<file path="src/rtl/core/acft_pkg.sv">
package acft_pkg;

  localparam int unsigned CELLS  = 1024;
  localparam int unsigned CELL_W = $clog2(CELLS);
  localparam int unsigned Q_W    = 16;
  localparam int unsigned CNT_W  = 32;
  localparam int unsigned RAW_W  = 18;
  localparam int unsigned IN_W   = 80;
  localparam int unsigned OUT_W  = 64;
  localparam int unsigned ADDR_W = 3;
  localparam int unsigned DATA_W = 32;

  localparam logic [Q_W-1:0] UNIT           = 16'd32768;
  localparam logic [Q_W-1:0] RISE_GAIN_INIT = 16'd22938;
  localparam logic [Q_W-1:0] FALL_GAIN_INIT = 16'd4915;

  typedef enum logic {
    REG_RISE_GAIN = 1'b0,
    REG_FALL_GAIN = 1'b1
  } reg_index_e;

  typedef enum logic [1:0] {
    ST_CLEAR,
    ST_IDLE,
    ST_READ,
    ST_UPDATE
  } ctrl_state_e;

  typedef struct packed {
    logic             valid;
    logic [Q_W-1:0]   cost;
    logic [Q_W-1:0]   conf;
    logic [CNT_W-1:0] count;
  } entry_t;

  localparam int unsigned ENTRY_W = $bits(entry_t);

  typedef struct packed {
    logic clear;
    logic accept;
    logic stage;
    logic commit;
  } dp_cmd_t;

  typedef struct packed {
    logic clear_last;
    logic out_free;
  } dp_sts_t;

endpackage

</file>
<file path="src/rtl/core/acft_ctrl.sv">
module acft_ctrl
  import acft_pkg::*;
(
  input  logic    clk_i,
  input  logic    rst_ni,
  input  logic    in_valid_i,
  output logic    in_ready_o,
  input  dp_sts_t sts_i,
  output dp_cmd_t cmd_o
);

  ctrl_state_e state_q, state_d;

  always_ff @(posedge clk_i or negedge rst_ni) begin
    if (!rst_ni) begin
      state_q <= ST_CLEAR;
    end else begin
      state_q <= state_d;
    end
  end

  always_comb begin
    state_d = state_q;
    unique case (state_q)
      ST_CLEAR: begin
        if (sts_i.clear_last) state_d = ST_IDLE;
      end
      ST_IDLE: begin
        if (in_valid_i) state_d = ST_READ;
      end
      ST_READ: begin
        state_d = ST_UPDATE;
      end
      ST_UPDATE: begin
        if (sts_i.out_free) state_d = ST_IDLE;
      end
      default: state_d = ST_CLEAR;
    endcase
  end

  always_comb begin
    cmd_o      = '0;
    in_ready_o = 1'b0;
    unique case (state_q)
      ST_CLEAR: begin
        cmd_o.clear = 1'b1;
      end
      ST_IDLE: begin
        in_ready_o   = 1'b1;
        cmd_o.accept = in_valid_i;
      end
      ST_READ: begin
        cmd_o.stage = 1'b1;
      end
      ST_UPDATE: begin
        cmd_o.commit = sts_i.out_free;
      end
      default: cmd_o = '0;
    endcase
  end

endmodule

</file>
<file path="config.mk">
export PLATFORM = sky130hd
export DESIGN_NAME = acft_ctrl
export DESIGN_NICKNAME = d
export VERILOG_FILES = /design/src/rtl/core/acft_pkg.sv /design/src/rtl/core/acft_ctrl.sv
export SDC_FILE = /design/constraint.sdc
export NUM_CORES = 1
export LEC_CHECK = 0
export BUFFER_PORTS_ARGS = -buffer_cell sky130_fd_sc_hd__buf_2
export CELL_PAD_IN_SITES_DETAIL_PLACEMENT = 2
export CELL_PAD_IN_SITES_GLOBAL_PLACEMENT = 2
export CORE_AREA = 5 5 42 44
export DETAILED_ROUTE_END_ITERATION = 10
export DIE_AREA = 0 0 47 49
export GPL_ROUTABILITY_DRIVEN = 1
export HOLD_SLACK_MARGIN = 0.15
export PLACE_DENSITY_LB_ADDON = 0.1
export SYNTH_ARGS = -nofsm -noshare
export SYNTH_HDL_FRONTEND = slang
export SYNTH_SLANG_ARGS = --single-unit
</file>
<file path="constraint.sdc">
create_clock -name clk_i -period 4.35 [get_ports clk_i]
set_input_delay 0.435 -clock clk_i [delete_from_list [all_inputs] [get_ports clk_i]]
set_output_delay 0.435 -clock clk_i [all_outputs]
set_load 0.1 [all_outputs]
</file>
==> key figures <==
Clock tree
  – Worst skew pair latency: ~0.22 ns
  – Post-CTS Hold Buffers: 1
  – Number of post-CTS setup repair buffers: 0
  – Sink Count: 2
  – CTS max path bufs: 2
  – CTS Buf Count: 3
  – Root Driver: clkbuf_4
  – H-tree levels: 1
  – Post-cts gate resize count: 0
  – CTS tree: built
  – Clock transition at the registers of the reported paths: around 0.030 ns

Floorplanning
  – Die span in x: between 40 and 50 microns
  – IO Count: 10
  – Die area: roughly 2300 sq um
  – Row cnt: 14
  – Initial Util: 0.126
  – Core footprint: 1400 sq um
  – Die height: ~49 microns

Routing
  – Routed Antenna Nets: 0
  – Avg WL per Cell: roughly 11 microns
  – DRC: 0
  – Drt pass-1 iters: 4
  – Vias: 165
  – Iteration-0 DRC count of the detailed router: 2
  – Vias per inst: about 3.6
  – Routed wire length: 490 microns

Synthesis
  – Post-Syn Nets: 27
  – Post-synth top cells: ha_1 (5), inv_1 (5), dfrtp_1 (2)
  – Synth Register Bits: 2
  – Ys Warns: 0
  – Asr flop ratio synth: 1.00
  – Cells after Synth: 17
  – Largest area contributor in the netlist: ha_1
  – Synthesized area: approximately 180 sq um
  – Post-synth EDFFs: 0
  – Synth unique cells: 8
  – Post-synthesis sequential area ratio: 0.284
  – Synth Flop Type: dfrtp_1
  – Dominant cells by area after synthesis: ha_1 (35%), dfrtp_1 (28%), inv_1 (11%)
  – Synth Area per Inst: 10.4 sq um
  – Post-synth top area share: 0.355

Timing
  – Post-Route Setup TNS: 0 ns
  – Final hold vios: 0
  – Final Setup Violations: 0
  – Worst slew margin: 0.659
  – Worst-margin pin slew: ~0.51 ns
  – Clock Skew: 0.00384 ns
  – Max Fclk: slightly above 0.5 GHz
  – Fin crit share: 0.448
  – Slew Viols, Final: 0
  – Final worst path period need: about 1.9 ns
  – RSZ-0062 raised after global routing: no

Run status
  – Result of the run: complete, no violations

Job
  – Max-Cap Viols: 0

Global routing
  – Initial antenna violation count: 0
  – Largest net degree at the start of global routing: 5
  – Number of global-route vias before repair: approximately 180
  – Global-route wire length before repair: 779 microns
  – Total track usage: 0.0478
  – Grt ovf: 0

Worst setup path
  – Critical path class: flop to output port
  – CP required: ~3.9 ns
  – Critical Path Start Type: flop
  – Worst path max stage delay: just over 0.4 ns
  – Worst Path Arrival: 1.51 ns
  – Worst-case reg-to-reg path depth: 4
  – CP endpoint kind: output port
  – Critical Path Fanout Max: 4
  – Cell chain of the critical path: inv_1 > ha_1 > and2_2 > buf_2
  – Slowest cell on the critical path: buf_2

Finish
  – Footprint of the multi-input gates: about 110 sq um
  – Reg area: 50.0 sq um
  – Max reg flops: 2
  – Top reg by flops: state_q
  – Area growth syn-to-layout: 55.3%
  – Antenna Cells: 0
  – Layout net count: 42
  – Biggest registers after layout: state_q: 2 flops
  – Layout cell share with drive strength beyond 1: 0.433
  – Fillers: 175

Placed design
  – Port bufs: 9
  – Placer's final routability congestion estimate: about 0.65
  – Hpwl dp: around 430 microns

Min path
  – Worst hold-check path type: primary input to async pin
cell families after synthesis:
group / count (synthesis) / share of synthesized area
AND/OR/NAND/NOR: 2 / 0.0781
buffers and inverters: 5 / 0.106
AO/OA/AOI/OAI: 1 / 0.0567
adder cells (fa/ha/maj): 5 / 0.355
flip-flops: 2 / 0.284
multiplexers: 2 / 0.121
cell usage in the layout (no fill, tap or decap):
master         n
and2_2         1
clkbuf_4       3
buf_2          9
a222oi_1       1
inv_1          5
mux2i_1        1
ha_1           5
mux2_1         1
dfrtp_1        2
and2_1         1
dlygate4sd3_1  1
final timing paths:
check	startpoint	endpoint	slack [ns]
max	state_q[1]	cmd_o[2]	2.40
min	rst_ni	state_q[0]	0.54
max reg2reg	state_q[0]	state_q[1]	2.61
min reg2reg	state_q[1]	state_q[1]	0.57
max in group asynchronous	rst_ni	state_q[1]	3.71
min in group clk_i	state_q[1]	state_q[1]	0.57
per-layer routing:
metal / track usage / up-vias / share of wire
met5: 0 / - / 0
met4: 0.0276 / 0 / 0
met3: 0.0221 / 0 / 0.13
met2: 0.0747 / 9 / 0.50
met1: 0.0503 / 76 / 0.36
li1: - / 80 / -
worst max-delay path: cells and delay by family (launching register included):
kind	cells	cell delay [ns]
buffers and inverters	2	0.54
DFF	1	0.40
adders and majority gates	1	0.20
and+or+nand+nor	1	0.14
per-stage QoR:
stage / utilization / hold slack, ns / cells / instance area, sq um / setup WS [ns]
finish: 0.196 / 0.538 / 46 / 274 / 2.40
floorplan: - / 0.139 / 17 / 176 / 1.99
global route: 0.196 / 0.543 / 46 / 274 / 2.33
global placement: 0.172 / 0.220 / 42 / 241 / 2.59
detailed placement: 0.172 / 0.224 / 42 / 241 / 2.58
CTS: 0.196 / 0.520 / 46 / 274 / 2.38
area by class of cell:
cell class,count,share of cell area
clock buffer,3,0.0822
tap,16,0.0731
sequential,2,0.183
multi-input combinational,10,0.393
inverter,5,0.0685
timing repair buffer,10,0.201
Power is not shown: default switching activity piles up to over one toggle a cycle in this logic, so the estimate is an artifact.
